===== config.mk =====
export PLATFORM = sky130hd
export DESIGN_NAME = hid_message_fragmenter
export DESIGN_NICKNAME = d
export VERILOG_FILES = /design/src/rtl/core/hidfrag_pkg.sv /design/src/rtl/core/hidfrag_ucode_rom.sv /design/src/rtl/core/hidfrag_sequencer.sv /design/src/rtl/core/hidfrag_datapath.sv /design/src/rtl/core/hid_message_fragmenter.sv
export SDC_FILE = /design/constraint.sdc
export NUM_CORES = 1
export LEC_CHECK = 0
export BUFFER_PORTS_ARGS = -buffer_cell sky130_fd_sc_hd__buf_2
export CORE_MARGIN = 4
export CORE_UTILIZATION = 28
export DETAILED_ROUTE_END_ITERATION = 8
export PLACE_DENSITY = 0.46
export SYNTH_ARGS = -nofsm -noshare
export SYNTH_HDL_FRONTEND = slang
export SYNTH_SLANG_ARGS = --single-unit

===== constraint.sdc =====
create_clock -name clock -period 3.4 [get_ports clock]
set_clock_uncertainty 0.2 [all_clocks]
set_input_delay 0 -clock clock [delete_from_list [all_inputs] [get_ports clock]]
set_output_delay 0 -clock clock [all_outputs]
set_load 0.02 [all_outputs]

===== src/rtl/core/hidfrag_pkg.sv =====
// hidfrag_pkg: shared types and constants of the hid message fragmenter
// transfer payload structs, opcode and register codes, microcode word layout
// no dependencies
`default_nettype none

package hidfrag_pkg;

   localparam int REPORT_BYTES_DEF = 64;

   // opcodes of an input transfer
   localparam logic [1:0] OP_BYTE  = 2'd0;
   localparam logic [1:0] OP_FLUSH = 2'd1;
   localparam logic [1:0] OP_BEGIN = 2'd2;

   // configuration register indexes
   localparam int CSR_INDEX_W = 2;
   localparam logic [CSR_INDEX_W-1:0] CSR_CHANNEL_ID     = 2'd0;
   localparam logic [CSR_INDEX_W-1:0] CSR_COMMAND_CODE   = 2'd1;
   localparam logic [CSR_INDEX_W-1:0] CSR_MESSAGE_LENGTH = 2'd2;

   // microprogram addresses
   localparam int UPC_W = 4;
   localparam logic [UPC_W-1:0] UPC_IDLE  = 4'd0;
   localparam logic [UPC_W-1:0] UPC_FIRST = 4'd1;
   localparam logic [UPC_W-1:0] UPC_DATA  = 4'd8;
   localparam logic [UPC_W-1:0] UPC_CONT  = 4'd9;
   localparam logic [UPC_W-1:0] UPC_PAD   = 4'd14;

   typedef struct packed {
      logic [1:0] opcode;
      logic [7:0] payload_byte;
   } req_payload_type;

   typedef struct packed {
      logic [7:0] report_byte;
      logic       report_end;
      logic       run_last;
   } rsp_payload_type;

   typedef enum logic [3:0] {
      SRC_CID0,
      SRC_CID1,
      SRC_CID2,
      SRC_CID3,
      SRC_CMD,
      SRC_LEN_HI,
      SRC_LEN_LO,
      SRC_SEQ,
      SRC_DATA,
      SRC_ZERO
   } byte_src_type;

   typedef enum logic [1:0] {
      LAST_NEVER,
      LAST_ALWAYS,
      LAST_AT_END
   } last_mode_type;

   typedef enum logic [2:0] {
      NX_STEP,
      NX_DONE,
      NX_JUMP,
      NX_JUMP_FLUSH,
      NX_UNTIL_END
   } next_mode_type;

   typedef struct packed {
      byte_src_type     src;
      logic             emit;
      logic             seq_inc;
      last_mode_type    last_mode;
      next_mode_type    next;
      logic [UPC_W-1:0] target;
   } ucode_word_type;

   typedef struct packed {
      logic pos_zero;
      logic written;
      logic at_end;
   } dp_status_type;

endpackage

`default_nettype wire


===== src/rtl/core/hidfrag_ucode_rom.sv =====
// hidfrag_ucode_rom: read-only microprogram of the fragmenter
// one control word per step address; uses hidfrag_pkg
`default_nettype none

module hidfrag_ucode_rom
   import hidfrag_pkg::*;
(
   input  logic [UPC_W-1:0] upc,
   output ucode_word_type   ctl
);

   always_comb begin
      ctl = '{src: SRC_ZERO, emit: 1'b0, seq_inc: 1'b0, last_mode: LAST_NEVER,
              next: NX_DONE, target: UPC_IDLE};
      case (upc)
         // first report header
         4'd1: ctl = '{src: SRC_CID0, emit: 1'b1, seq_inc: 1'b0, last_mode: LAST_NEVER,
                       next: NX_STEP, target: UPC_IDLE};
         4'd2: ctl = '{src: SRC_CID1, emit: 1'b1, seq_inc: 1'b0, last_mode: LAST_NEVER,
                       next: NX_STEP, target: UPC_IDLE};
         4'd3: ctl = '{src: SRC_CID2, emit: 1'b1, seq_inc: 1'b0, last_mode: LAST_NEVER,
                       next: NX_STEP, target: UPC_IDLE};
         4'd4: ctl = '{src: SRC_CID3, emit: 1'b1, seq_inc: 1'b0, last_mode: LAST_NEVER,
                       next: NX_STEP, target: UPC_IDLE};
         4'd5: ctl = '{src: SRC_CMD, emit: 1'b1, seq_inc: 1'b0, last_mode: LAST_NEVER,
                       next: NX_STEP, target: UPC_IDLE};
         4'd6: ctl = '{src: SRC_LEN_HI, emit: 1'b1, seq_inc: 1'b0, last_mode: LAST_NEVER,
                       next: NX_STEP, target: UPC_IDLE};
         4'd7: ctl = '{src: SRC_LEN_LO, emit: 1'b1, seq_inc: 1'b0, last_mode: LAST_NEVER,
                       next: NX_JUMP_FLUSH, target: UPC_PAD};
         // payload byte
         4'd8: ctl = '{src: SRC_DATA, emit: 1'b1, seq_inc: 1'b0, last_mode: LAST_ALWAYS,
                       next: NX_DONE, target: UPC_IDLE};
         // continuation header
         4'd9: ctl = '{src: SRC_CID0, emit: 1'b1, seq_inc: 1'b0, last_mode: LAST_NEVER,
                       next: NX_STEP, target: UPC_IDLE};
         4'd10: ctl = '{src: SRC_CID1, emit: 1'b1, seq_inc: 1'b0, last_mode: LAST_NEVER,
                        next: NX_STEP, target: UPC_IDLE};
         4'd11: ctl = '{src: SRC_CID2, emit: 1'b1, seq_inc: 1'b0, last_mode: LAST_NEVER,
                        next: NX_STEP, target: UPC_IDLE};
         4'd12: ctl = '{src: SRC_CID3, emit: 1'b1, seq_inc: 1'b0, last_mode: LAST_NEVER,
                        next: NX_STEP, target: UPC_IDLE};
         4'd13: ctl = '{src: SRC_SEQ, emit: 1'b1, seq_inc: 1'b1, last_mode: LAST_NEVER,
                        next: NX_JUMP, target: UPC_DATA};
         // zero padding up to the end of the report
         4'd14: ctl = '{src: SRC_ZERO, emit: 1'b1, seq_inc: 1'b0, last_mode: LAST_AT_END,
                        next: NX_UNTIL_END, target: UPC_IDLE};
         default: ctl = '{src: SRC_ZERO, emit: 1'b0, seq_inc: 1'b0, last_mode: LAST_NEVER,
                          next: NX_DONE, target: UPC_IDLE};
      endcase
   end

endmodule

`default_nettype wire


===== src/rtl/core/hidfrag_sequencer.sv =====
// hidfrag_sequencer: step counter, entry dispatch and conditional jumps
// uses hidfrag_pkg; driven by hidfrag_ucode_rom words and datapath status
`default_nettype none

module hidfrag_sequencer
   import hidfrag_pkg::*;
(
   input  logic             clock,
   input  logic             reset,
   input  logic             req_valid,
   input  logic [1:0]       req_opcode,
   input  dp_status_type    status,
   input  ucode_word_type   ctl,
   input  logic             advance,
   output logic             req_ready,
   output logic [UPC_W-1:0] upc
);

   logic [UPC_W-1:0] upc_ff, upc_in;
   logic             flush_ff, flush_in;
   logic [UPC_W-1:0] entry;

   assign upc       = upc_ff;
   assign req_ready = (upc_ff == UPC_IDLE);

   always_comb begin
      case (req_opcode)
         OP_BYTE:  entry = !status.pos_zero ? UPC_DATA :
                           (status.written ? UPC_CONT : UPC_FIRST);
         OP_FLUSH: entry = !status.pos_zero ? UPC_PAD :
                           (status.written ? UPC_IDLE : UPC_FIRST);
         default:  entry = UPC_IDLE;
      endcase
   end

   always_comb begin
      upc_in   = upc_ff;
      flush_in = flush_ff;
      if (upc_ff == UPC_IDLE) begin
         if (req_valid) begin
            upc_in   = entry;
            flush_in = (req_opcode == OP_FLUSH);
         end
      end else if (advance) begin
         case (ctl.next)
            NX_STEP:       upc_in = upc_ff + UPC_W'(1);
            NX_DONE:       upc_in = UPC_IDLE;
            NX_JUMP:       upc_in = ctl.target;
            NX_JUMP_FLUSH: upc_in = flush_ff ? ctl.target : upc_ff + UPC_W'(1);
            NX_UNTIL_END:  upc_in = status.at_end ? UPC_IDLE : upc_ff;
            default:       upc_in = UPC_IDLE;
         endcase
      end
   end

   always_ff @(posedge clock) begin
      if (reset) begin
         upc_ff   <= UPC_IDLE;
         flush_ff <= 1'b0;
      end else begin
         upc_ff   <= upc_in;
         flush_ff <= flush_in;
      end
   end

   // program counter stays inside the microprogram
   a_upc_range: assert property (@(posedge clock) disable iff (reset)
      upc_ff <= UPC_PAD)
      else $error("step counter outside microprogram");

   // padding holds its step until the report closes
   a_pad_hold: assert property (@(posedge clock) disable iff (reset)
      (upc_ff == UPC_PAD) && advance && !status.at_end |=> upc_ff == UPC_PAD)
      else $error("padding left before end of report");

endmodule

`default_nettype wire


===== src/rtl/core/hidfrag_datapath.sv =====
// hidfrag_datapath: configuration registers, report state, byte select, output register
// uses hidfrag_pkg; steered by hidfrag_ucode_rom control words
`default_nettype none

module hidfrag_datapath
   import hidfrag_pkg::*;
#(
   parameter int REPORT_BYTES = REPORT_BYTES_DEF
)(
   input  logic                   clock,
   input  logic                   reset,
   input  logic                   csr_write,
   input  logic [CSR_INDEX_W-1:0] csr_index,
   input  logic [31:0]            csr_data,
   input  logic                   req_accept,
   input  req_payload_type        req_payload,
   input  ucode_word_type         ctl,
   input  logic                   step_fire,
   input  logic                   rsp_ready,
   output logic                   slot_free,
   output dp_status_type          status,
   output logic                   rsp_valid,
   output rsp_payload_type        rsp_payload
);

   localparam int POS_W = $clog2(REPORT_BYTES);
   localparam logic [POS_W-1:0] POS_LAST = POS_W'(REPORT_BYTES - 1);

   logic [31:0]      channel_id_ff;
   logic [7:0]       command_code_ff;
   logic [15:0]      message_length_ff;
   logic [POS_W-1:0] pos_ff;
   logic             written_ff;
   logic [7:0]       seq_ff;
   logic [7:0]       data_ff;
   logic             rsp_valid_ff;
   rsp_payload_type  rsp_payload_ff;

   logic             emit;
   logic             at_end;
   logic [7:0]       byte_sel;

   assign at_end      = (pos_ff == POS_LAST);
   assign emit        = step_fire && ctl.emit;
   assign slot_free   = !rsp_valid_ff || rsp_ready;
   assign rsp_valid   = rsp_valid_ff;
   assign rsp_payload = rsp_payload_ff;

   assign status.pos_zero = (pos_ff == '0);
   assign status.written  = written_ff;
   assign status.at_end   = at_end;

   always_comb begin
      case (ctl.src)
         SRC_CID0:   byte_sel = channel_id_ff[7:0];
         SRC_CID1:   byte_sel = channel_id_ff[15:8];
         SRC_CID2:   byte_sel = channel_id_ff[23:16];
         SRC_CID3:   byte_sel = channel_id_ff[31:24];
         SRC_CMD:    byte_sel = command_code_ff;
         SRC_LEN_HI: byte_sel = message_length_ff[15:8];
         SRC_LEN_LO: byte_sel = message_length_ff[7:0];
         SRC_SEQ:    byte_sel = seq_ff;
         SRC_DATA:   byte_sel = data_ff;
         default:    byte_sel = 8'h00;
      endcase
   end

   // configuration registers
   always_ff @(posedge clock) begin
      if (reset) begin
         channel_id_ff     <= '0;
         command_code_ff   <= '0;
         message_length_ff <= '0;
      end else if (csr_write) begin
         case (csr_index)
            CSR_CHANNEL_ID:     channel_id_ff     <= csr_data;
            CSR_COMMAND_CODE:   command_code_ff   <= csr_data[7:0];
            CSR_MESSAGE_LENGTH: message_length_ff <= csr_data[15:0];
            default: ;
         endcase
      end
   end

   // report state
   always_ff @(posedge clock) begin
      if (reset) begin
         pos_ff     <= '0;
         written_ff <= 1'b0;
         seq_ff     <= '0;
      end else if (req_accept) begin
         if (req_payload.opcode == OP_BEGIN) begin
            pos_ff     <= '0;
            written_ff <= 1'b0;
            seq_ff     <= '0;
         end else if (req_payload.opcode == OP_BYTE || req_payload.opcode == OP_FLUSH) begin
            written_ff <= 1'b1;
         end
      end else if (emit) begin
         pos_ff <= at_end ? '0 : pos_ff + POS_W'(1);
         if (ctl.seq_inc) begin
            seq_ff <= seq_ff + 8'd1;
         end
      end
   end

   always_ff @(posedge clock) begin
      if (req_accept) begin
         data_ff <= req_payload.payload_byte;
      end
   end

   // output register
   always_ff @(posedge clock) begin
      if (reset) begin
         rsp_valid_ff <= 1'b0;
      end else if (emit) begin
         rsp_valid_ff <= 1'b1;
      end else if (rsp_ready) begin
         rsp_valid_ff <= 1'b0;
      end
   end

   always_ff @(posedge clock) begin
      if (emit) begin
         rsp_payload_ff.report_byte <= byte_sel;
         rsp_payload_ff.report_end  <= at_end;
         rsp_payload_ff.run_last    <= (ctl.last_mode == LAST_ALWAYS) ||
                                       ((ctl.last_mode == LAST_AT_END) && at_end);
      end
   end

   // a closed report restarts at position zero
   a_pos_wrap: assert property (@(posedge clock) disable iff (reset)
      emit && at_end |=> pos_ff == '0)
      else $error("position not cleared after last report byte");

   // sequence number steps once per continuation header
   a_seq_step: assert property (@(posedge clock) disable iff (reset)
      emit && ctl.seq_inc |=> seq_ff == 8'($past(seq_ff) + 8'd1))
      else $error("sequence number did not advance");

   // a step only fires when the output register can take the byte
   a_no_overrun: assert property (@(posedge clock) disable iff (reset)
      emit |-> slot_free)
      else $error("result register overwritten");

endmodule

`default_nettype wire


===== src/rtl/core/hid_message_fragmenter.sv =====
// hid_message_fragmenter: top level, splits a message into fixed-size hid reports
// instantiates hidfrag_sequencer, hidfrag_ucode_rom, hidfrag_datapath; uses hidfrag_pkg
//
//   port group  direction  carries
//   req_*       in         opcode and payload byte, one transfer per item
//   rsp_*       out        report byte, report end, run last, one transfer per byte
//   csr_*       in         register index and write data
//
// one control word per cycle while the output register can take a byte: an item is
// taken in and then gives one control word per report byte it produces (payload byte 1,
// with header 6 or 8, flush up to REPORT_BYTES); begin and unused opcodes produce none
// the step counter waits whenever the single output register is held by rsp_ready low
// reset is synchronous and clears registers, report state and the step counter
`default_nettype none

module hid_message_fragmenter
   import hidfrag_pkg::*;
#(
   parameter int REPORT_BYTES = REPORT_BYTES_DEF
)(
   input  logic                   clock,
   input  logic                   reset,
   input  logic                   req_valid,
   output logic                   req_ready,
   input  req_payload_type        req_payload,
   output logic                   rsp_valid,
   input  logic                   rsp_ready,
   output rsp_payload_type        rsp_payload,
   input  logic                   csr_valid,
   output logic                   csr_ready,
   input  logic [CSR_INDEX_W-1:0] csr_index,
   input  logic [31:0]            csr_data
);

   logic [UPC_W-1:0] upc;
   ucode_word_type   ctl;
   dp_status_type    status;
   logic             slot_free;
   logic             step_fire;

   assign csr_ready = 1'b1;
   assign step_fire = (upc != UPC_IDLE) && slot_free;

   hidfrag_sequencer u_sequencer (
      .clock      (clock),
      .reset      (reset),
      .req_valid  (req_valid),
      .req_opcode (req_payload.opcode),
      .status     (status),
      .ctl        (ctl),
      .advance    (slot_free),
      .req_ready  (req_ready),
      .upc        (upc)
   );

   hidfrag_ucode_rom u_rom (
      .upc (upc),
      .ctl (ctl)
   );

   hidfrag_datapath #(
      .REPORT_BYTES (REPORT_BYTES)
   ) u_datapath (
      .clock       (clock),
      .reset       (reset),
      .csr_write   (csr_valid && csr_ready),
      .csr_index   (csr_index),
      .csr_data    (csr_data),
      .req_accept  (req_valid && req_ready),
      .req_payload (req_payload),
      .ctl         (ctl),
      .step_fire   (step_fire),
      .rsp_ready   (rsp_ready),
      .slot_free   (slot_free),
      .status      (status),
      .rsp_valid   (rsp_valid),
      .rsp_payload (rsp_payload)
   );

endmodule

`default_nettype wire


==> impl_metrics.ini, run 1 <==
[status]
outcome = completed

[cells_and_area]
layout.nets = 710
fin_area_sq_um = 6270
seq_area_sq_um = 2300
multiInputGateArea_sq_um = 2310
area_growth_pct = 30.4
num-fill-cells = 1727
final_cells = 875
antenna_cells = 0
drive_above_1_share = 0.176

[yosys]
ys_ff_latch = 106
synth_top_area_frac = 0.366
synth.area.top_cells = dfxtp_1 (37%), edfxtp_1 (11%), nand2_1 (9.1%)
synth_most_common_cell = nand2_1
yosysWarnings = 0
synth_nets = 600
synth-edff-count = 18
synthFlopType = dfxtp_1
ys_seq_area_frac = 0.479
synth_cells = 540
yosysTopAreaCell = dfxtp_1
netlist_top_cells_count = nand2_1 (117), dfxtp_1 (88), a21oi_1 (66), nor2_1 (37), clkbuf_1 (30)
ys_types = 64
syn_avg_cell_area_sq_um = 8.91
synth-async-reset-ratio = 0
synth_area_sq_um = 4810

[sta]
final_hold_viol_count = 0
rsz0062_at_grt = no
worst_pin_slew_ns = 0.744
maxSlewHeadroom = 0.504
slew_violations = 0
period_share = 0.904
setup_violations = 0
fmax_mhz = 325
finalCriticalPeriod_ns = 3.07
setup-tns-final_ns = 0

[clock_network]
numCtsBuffers = 9
numClockSinks = 106
clk_path_buf_depth = 2
cts_root_buffer = clkbuf_16
cts_tree = done
clk_pin_slew_ns = 0.08
clk_latency_ns = 0.35
cts_max_level = 3

[routing]
wl_um = 13100
dr.pass1.iters = 4
antenna_left = 0
drtIter0Drc = 185
drc_errors = 0
detail_route.wl_per_cell_um = 15.0
vias = 4133
vias_per_cell = 4.72

[min_path]
worst_hold_startpoint = csr_index[1]
min_path_type = in2reg
holdPathStages = 5
holdPathEnd = u_datapath.channel_id_ff[18]

[place]
io_buffer_count = 60
place_congestion = 0.800
dp_hpwl_um = 9120
dpl.cell_count = 795
place_area_sq_um = 5320

[grt]
track_usage = 0.136
overflow = 0
antenna_found_initial = 0
grt_first_pass_wirelength_um = 21200
grt_max_degree = 49
first_global_vias = 3942

[worst_setup_path]
critPathMaxFanout = 5
cp-end-kind = flop
required_ns = 3.44
startpoint_type = flop
arrival_ns = 3.12
ff2ff_path_depth = 11
worst-r2r-setup-slack_ns = 0.33
r2r-end = u_rom.ctl[12]
rr_startpoint = u_sequencer.upc[0]
crit_type = reg2reg

[floorplanning]
start_util = 0.288
die_height_um = 139
die_w_um = 139
num_rows = 47
coreArea_sq_um = 16700
io_pins = 62
die_area_sq_um = 19300

[power]
leakagePower_nw = 2.42
power.density_nw_per_um2 = 589
vdd_drop_max_uv = 266

[flow_run]
maxCapViolCount = 0
-- timing repair --
item	in CTS	in global routing
endpoints found under the hold margin	68	0
gates resized for setup	0	2
endpoints found under the setup margin	0	1
hold buffers	64	0
setup buffers	0	0
-- registers in the layout, summed over array words and instances, names as in the netlist, 4 cells and up --
signal / count
u_datapath.channel_id_ff: 32
u_datapath.message_length_ff: 16
u_rom.ctl: 11
u_datapath.rsp_payload: 10
u_datapath.command_code_ff: 8
u_datapath.data_ff: 8
u_datapath.seq_ff: 8
u_datapath.pos_ff: 6
u_sequencer.upc: 4
-- power breakdown --
| part | switching [mW] | leakage [nW] | internal, mW |
|---|---|---|---|
| clock network | 0.500 | 0.153 | 0.585 |
| registers | 0.124 | 0.886 | 1.43 |
| logic | 0.625 | 1.38 | 0.431 |
| total | 1.25 | 2.42 | 2.44 |
-- cells by family (layout without fill, tap and decap cells) --
group / Yosys count / after routing / share of synthesized area
buffers and inverters: 48 / 163 / 0.0424
XOR/XNOR: 13 / 13 / 0.0237
multiplexers: 25 / 25 / 0.0617
other: 1 / 1 / 0.000780
adder cells (fa/ha/maj): 11 / 11 / 0.0286
flip-flops: 106 / 106 / 0.479
AND/OR/NAND/NOR: 215 / 215 / 0.201
AO/OA/AOI/OAI: 121 / 121 / 0.163
-- cell type report --
type,count,area share
repair buffers,133,0.161
clock buffers,9,0.0359
flip-flops and latches,106,0.367
multi-input cells,386,0.369
inverters,14,0.0104
clock inverters,7,0.0130
well taps,220,0.0439
-- placed cells by master, fill, tap and decap left out, types with 3 or more instances in the layout --
cell,instances
a211oi_1,4
a21oi_1,66
a221oi_1,3
a22o_1,3
a22oi_1,9
a311oi_1,4
a32oi_1,4
and3_1,4
buf_2,60
buf_4,9
clkbuf_16,9
dfxtp_1,88
dlygate4sd3_1,64
edfxtp_1,18
ha_1,11
inv_1,13
inv_6,3
mux2_2,6
mux2i_1,13
nand2_1,117
nand2b_1,5
nand3_1,12
nand4_1,6
nor2_1,37
nor2b_1,6
nor3_1,7
o21ai_0,9
xnor2_1,3
xor2_1,10
-- how the worst max path moves through the flow --
stage | startpoint | to | slack (ns) | cells past startpoint
3_5_place_dp | u_sequencer.upc[0] | u_rom.ctl[12] | 0.16 | 11
4_1_cts | u_sequencer.upc[0] | u_rom.ctl[12] | 0.13 | 11
2_1_floorplan | u_sequencer.upc[0] | u_rom.ctl[12] | 0.46 | 12
6_report | u_sequencer.upc[0] | u_rom.ctl[12] | 0.33 | 11
5_1_grt | u_sequencer.upc[0] | u_rom.ctl[12] | 0.13 | 11
3_3_place_gp | u_sequencer.upc[0] | u_rom.ctl[12] | 0.22 | 11
-- metal layers --
metal | vias to the layer above | share of wire | global-route usage
li1 | 2091 | - | -
met1 | 1937 | 0.50 | 0.192
met2 | 94 | 0.45 | 0.214
met3 | 11 | 0.042 | 0.0276
met4 | 0 | 0.012 | 0.0360
met5 | - | 0 | 0
-- stage by stage --
step | total power, mW | setup slack, ns | hold slack, ns | util
after global routing | 3.92 | 0.132 | 0.0708 | 0.376
final | 3.69 | 0.327 | 0.0534 | 0.376
after global placement | 2.56 | 0.224 | -0.0196 | 0.318
after detailed placement | 2.58 | 0.156 | -0.0219 | 0.318
after floorplan | 2.27 | 0.456 | -0.101 | -
after CTS | 3.73 | 0.134 | 0.0379 | 0.375
-- worst max-delay path: stages (launching register included) --
cell,delay [ns]
dfxtp_1,0.39
inv_1,0.07
ha_1,0.29
or3b_2,0.43
o211ai_1,0.10
a22o_1,0.19
mux2i_2,0.10
nor2_1,0.27
inv_1,0.13
ha_1,0.29
mux2_4,0.25
mux2_4,0.25
Note: power is estimated with default switching activity, not from simulation.
==> run 2, diff against run 1 <==
Settings changed: CTS_CLUSTER_DIAMETER set to 200, REMOVE_ABC_BUFFERS set to 1.
==> run 2 against run 1 <==
Register-to-register slack barely moved. Sequential power about the same. Critical endpoint unchanged. Worst hold slack better by 0.11 ns. Setup slack got worse by 0.012 ns.
==> impl_metrics.ini, run 2 (same netlist as run 1, synthesis figures left out) <==
[grt]
grt_first_pass_wirelength_um = 21200
grt_max_degree = 66
first_global_vias = 4005
antenna_found_initial = 0
track_usage = 0.137
overflow = 0

[routing]
drtIter0Drc = 256
detail_route.wl_per_cell_um = 15.2
dr.pass1.iters = 4
wl_um = 13100
vias = 4082
drc_errors = 0
antenna_left = 0
vias_per_cell = 4.71

[sta]
setup-tns-final_ns = 0
rsz0062_at_grt = no
slew_violations = 0
final_hold_viol_count = 0
finalCriticalPeriod_ns = 3.08
setup_violations = 0
worst_pin_slew_ns = 0.805
period_share = 0.907
maxSlewHeadroom = 0.463
fmax_mhz = 324

[floorplanning]
num_rows = 47
die_height_um = 139
die_w_um = 139
coreArea_sq_um = 16700
start_util = 0.288
io_pins = 62
die_area_sq_um = 19300

[worst_setup_path]
crit_chain = inv_1, ha_1, or3b_4, nand2_1, o21ai_2, mux2i_2, nor2_1, inv_1, ha_1, mux2_4, mux2_4
crit_buf_inv = 2
cp-end-kind = flop
required_ns = 3.44
slowest_delay_ns = 0.39
arrival_ns = 3.12
crit_family = multiplexers
startpoint_type = flop
critPathMaxFanout = 7
critPathSlowestCell = dfxtp_1
crit_type = reg2reg

[power]
p_comb_frac = 0.289
power.density_nw_per_um2 = 595
leakagePower_nw = 2.38
switching_share = 0.330
seqPwrFrac = 0.424
p_sw_mw = 1.21
power.internal_mw = 2.46
vdd_drop_max_uv = 284
clkPwrFrac = 0.287

[status]
outcome = completed

[cells_and_area]
utilization = 0.370
antenna_cells = 0
layout_commonest_cell = nand2_1
fin_area_sq_um = 6180
layout_common_cells = nand2_1 (117), dfxtp_1 (88), a21oi_1 (66)
largest_reg_flops = 32
layout.nets = 701
drive_above_1_share = 0.176
area_growth_pct = 28.4
largest_register = u_datapath.channel_id_ff

[place]
place_area_sq_um = 5330
io_buffer_count = 60
place_congestion = 0.822
dp_hpwl_um = 8930

[min_path]
min_path_type = in2reg

[clock_network]
clk_pin_slew_ns = 0.07
clk_path_buf_depth = 2
cts_max_level = 3
cts_root_buffer = clkbuf_16
post_cts_buffers = 0
numClockSinks = 106
cts_tree = done
numCtsBuffers = 9
clk_latency_ns = 0.35

[flow_run]
maxCapViolCount = 0
run 2: cell types whose count changed in the layout (fill, tap and decap cells not counted):
cell           previous run  this run
dlygate4sd3_1            64        54
clkbuf_8                  0         3
inv_6                     3         0
clkbuf_1                  0         2
buf_4                     9        10
bufinv_16                 1         0
clkbuf_16                 9        10
clkinv_4                  1         0
inv_8                     1         0
run 2: metrics by stage:
stage / total power [mW] / hold slack (ns) / instances / setup slack, ns
finish: 3.67 / 0.162 / 866 / 0.315
global route: 3.89 / 0.156 / 866 / 0.150
CTS: 3.70 / 0.148 / 866 / 0.125
detailed placement: 2.59 / -0.0174 / 796 / 0.149
global placement: 2.58 / -0.0200 / 796 / 0.241
floorplan: 2.22 / -0.131 / 506 / 0.354
run 2: final timing paths:
kind	start	to	slack, ns	cells after the start
worst max-delay path	u_sequencer.upc[0]	u_rom.ctl[12]	0.32	11
worst min register to register	u_datapath.channel_id_ff[27]	u_datapath.channel_id_ff[27]	0.25	2
worst min-delay path	req_payload[2]	u_datapath.data_ff[2]	0.16	2
worst max register to register	u_sequencer.upc[0]	u_rom.ctl[12]	0.32	11
run 2: timing repair:
| action | CTS | global route |
|---|---|---|
| endpoints found under the setup margin | 0 | 1 |
| endpoints found under the hold margin | 69 | 0 |
| hold buffers | 54 | 0 |
| resized for setup | 0 | 2 |
run 2: cell type report:
cell class / count / area (sq um)
fillers: 1730 / 10500
clock inverters: 1 / 5.00
flip-flops and latches: 106 / 2300
clock buffers: 15 / 299
inverters: 14 / 65.1
well taps: 220 / 275
repair buffers: 124 / 916
multi-input cells: 386 / 2310
run 2: per-layer routing:
layer / up-vias / global-route usage / part of all wire
met1: 1916 / 0.180 / 0.48
li1: 2079 / - / -
met5: - / 0 / 0
met3: 17 / 0.0214 / 0.026
met4: 0 / 0.0649 / 0.028
met2: 70 / 0.220 / 0.47
run 2: power groups by stage:
stage,clock [mW],sequential [mW],combinational (mW)
2_1_floorplan,0,1.60,0.616
6_report,1.05,1.56,1.06
3_3_place_gp,0,1.59,0.990
3_5_place_dp,0,1.59,1.00
5_1_grt,1.13,1.58,1.17
4_1_cts,1.09,1.56,1.05
run 2: worst register-to-register path: cells and delay by family (launching register included):
kind            cells  cell delay [ns]
fa+ha+maj           2             0.43
compound gates      1             0.31
flops               1             0.39
buf+inv             2             0.20
mux                 3             0.87
simple gates        3             0.56
==> run 3, diff against run 2 <==
Settings changed: ABC_AREA set to 1, RECOVER_POWER set to 50.
==> run 3 against run 2 <==
Synthesized area increased by 0.29%. Worst hold slack worse by 0.13 ns. Fmax rose by 14%. Wire length rose by 2.0%. Power increased by 6.8%. Via count grew 6.4%. Global-route usage is 0.31 points higher. Combinational power grew 21%. Critical path depth is 3 higher. Register-to-register slack better by 0.39 ns. Clock power about the same. Highest routed layer unchanged.
==> impl_metrics.ini, run 3 <==
[yosys]
yosysTopAreaCell = dfxtp_1
synth_most_common_cell = nand2_1
yosysWarnings = 0
synth_top_area_frac = 0.365
synth-edff-count = 18
synth-async-reset-ratio = 0
ys_seq_area_frac = 0.477
ys_types = 43
netlist_top_cells_count = nand2_1 (94), inv_1 (89), dfxtp_1 (88), o21ai_0 (71), nor2_1 (68)
ys_ff_latch = 106
syn_avg_cell_area_sq_um = 7.66
synth_cells = 630
synth_area_sq_um = 4820
synth.area.top_cells = dfxtp_1 (37%), edfxtp_1 (11%), o21ai_0 (7.4%)
synthFlopType = dfxtp_1

[sta]
period_share = 0.794
setup-tns-final_ns = 0
finalCriticalPeriod_ns = 2.70
setup_violations = 0
worst_pin_slew_ns = 1.14
rsz0062_at_grt = no
maxSlewHeadroom = 0.241
slew_violations = 0
fmax_mhz = 371
final_hold_viol_count = 0

[routing]
drtIter0Drc = 250
vias_per_cell = 4.53
antenna_left = 0
dr.pass1.iters = 5
wl_um = 13400
drc_errors = 0
detail_route.wl_per_cell_um = 14.0
vias = 4345

[worst_setup_path]
arrival_ns = 2.73
startpoint_type = flop
crit_chain = inv_1, ha_1, nand3_1, nor2_8, inv_4, nand3_1, nand2_1, nor2_1, inv_1, ha_1, inv_1, nor2_1, nand2_1, nand3_1
crit_buf_inv = 4
crit_type = reg2reg
slowest_delay_ns = 0.35
required_ns = 3.43
critPathSlowestCell = dfxtp_1
cp-end-kind = flop
critPathMaxFanout = 14
crit_family = simple AND/OR/NAND/NOR gates

[cells_and_area]
drive_above_1_share = 0.119
antenna_cells = 0
final_cells = 959
largest_register = u_datapath.channel_id_ff
layout_common_cells = nand2_1 (94), inv_1 (89), dfxtp_1 (88)
layout_commonest_cell = nand2_1
largest_reg_flops = 32
area_growth_pct = 26.5
layout.nets = 794

[floorplanning]
num_rows = 47
die_area_sq_um = 19400
die_height_um = 139
start_util = 0.288
die_w_um = 139
io_pins = 62
coreArea_sq_um = 16800

[grt]
first_global_vias = 4230
track_usage = 0.140
grt_max_degree = 62
antenna_found_initial = 0
overflow = 0
grt_first_pass_wirelength_um = 21800

[power]
vdd_drop_max_uv = 253
p_comb_frac = 0.327
leakagePower_nw = 2.47
power.density_nw_per_um2 = 643
clkPwrFrac = 0.270
switching_share = 0.381
power.internal_mw = 2.43
p_sw_mw = 1.49
seqPwrFrac = 0.404

[clock_network]
post_cts_buffers = 0
clk_latency_ns = 0.36
cts_root_buffer = clkbuf_16
clk_path_buf_depth = 2
numClockSinks = 106
clk_pin_slew_ns = 0.07
cts_tree = done
numCtsBuffers = 9
cts_max_level = 3

[status]
outcome = completed

[min_path]
min_path_type = in2reg

[place]
place_congestion = 0.902
dpl.cell_count = 895
dp_hpwl_um = 9700
io_buffer_count = 60

[flow_run]
maxCapViolCount = 0
run 3: changes by cell type in the layout (fill, tap and decap cells not counted), sizes merged, moves of 7 or more:
cell,previous run,this run
inv,13,99
o21ai,10,75
nor2,38,73
nand3,12,39
buf,70,45
nand2,119,99
mux2i,15,0
o22ai,1,15
clkbuf,15,28
a22oi,9,0
mux2,8,0
xor2,10,2
a21oi,66,59
nor3,7,14
run 3: kinds of logic after synthesis:
| logic type | count (synthesis) | synth area share |
|---|---|---|
| AOI/OAI and AO/OA | 159 | 0.180 |
| xor gates and xnor gates | 3 | 0.00545 |
| adders and majority gates | 11 | 0.0285 |
| buffers and inverters | 114 | 0.0903 |
| DFF | 106 | 0.477 |
| other | 1 | 0.000777 |
| and+or+nand+nor | 236 | 0.218 |
run 3: layout make-up:
class	count	area, sq um
fill	1757	10700
inverter	96	363
timing repair buffer	111	779
tap	220	275
multi-input combinational	410	2080
clock buffer	10	250
clock inverter	6	53.8
sequential	106	2300
run 3: path summary, 6_finish.rpt:
| check | start | to | slack, ns | cells past startpoint |
|---|---|---|---|---|
| max | u_sequencer.upc[0] | u_rom.ctl[12] | 0.70 | 14 |
| min | csr_index[0] | u_datapath.message_length_ff[10] | 0.03 | 5 |
| max reg2reg | u_sequencer.upc[0] | u_rom.ctl[12] | 0.70 | 14 |
| min reg2reg | u_datapath.channel_id_ff[3] | u_datapath.channel_id_ff[3] | 0.25 | 2 |
run 3: repair_timing:
action                    in CTS  in global routing
gates resized for setup        0                  0
hold buffers                  48                  0
hold endpoints to repair      87                  0
run 3: per-stage QoR:
step	power [mW]	hold slack (ns)	instance area, sq um	setup slack (ns)	utilization
final	3.92	0.0297	6100	0.701	0.364
after global routing	4.22	0.0770	6100	0.430	0.364
after CTS	4.00	0.00739	6140	0.811	0.366
after detailed placement	2.87	-0.000991	5350	0.826	0.319
after global placement	2.86	0.00658	5350	0.895	0.319
after floorplan	2.48	-0.131	4750	1.00	-
run 3: power by group through the flow:
stage / Sequential [mW] / Combinational, mW / Clock (mW)
floorplan: 1.66 / 0.826 / 0
global placement: 1.61 / 1.25 / 0
detailed placement: 1.61 / 1.26 / 0
CTS: 1.58 / 1.31 / 1.10
global route: 1.60 / 1.46 / 1.15
finish: 1.58 / 1.28 / 1.06
run 3: per-layer routing:
| layer | part of all wire | global-route usage |
|---|---|---|
| met1 | 0.48 | 0.186 |
| met2 | 0.47 | 0.228 |
| met3 | 0.041 | 0.0357 |
| met4 | 0.010 | 0.0340 |
| met5 | 0 | 0 |
run 3: tightest hold or removal path, cell delays in order:
cell and delay (ns):
buf_2 0.09, inv_1 0.05, nand3_1 0.06, buf_4 0.24, a21oi_1 0.10
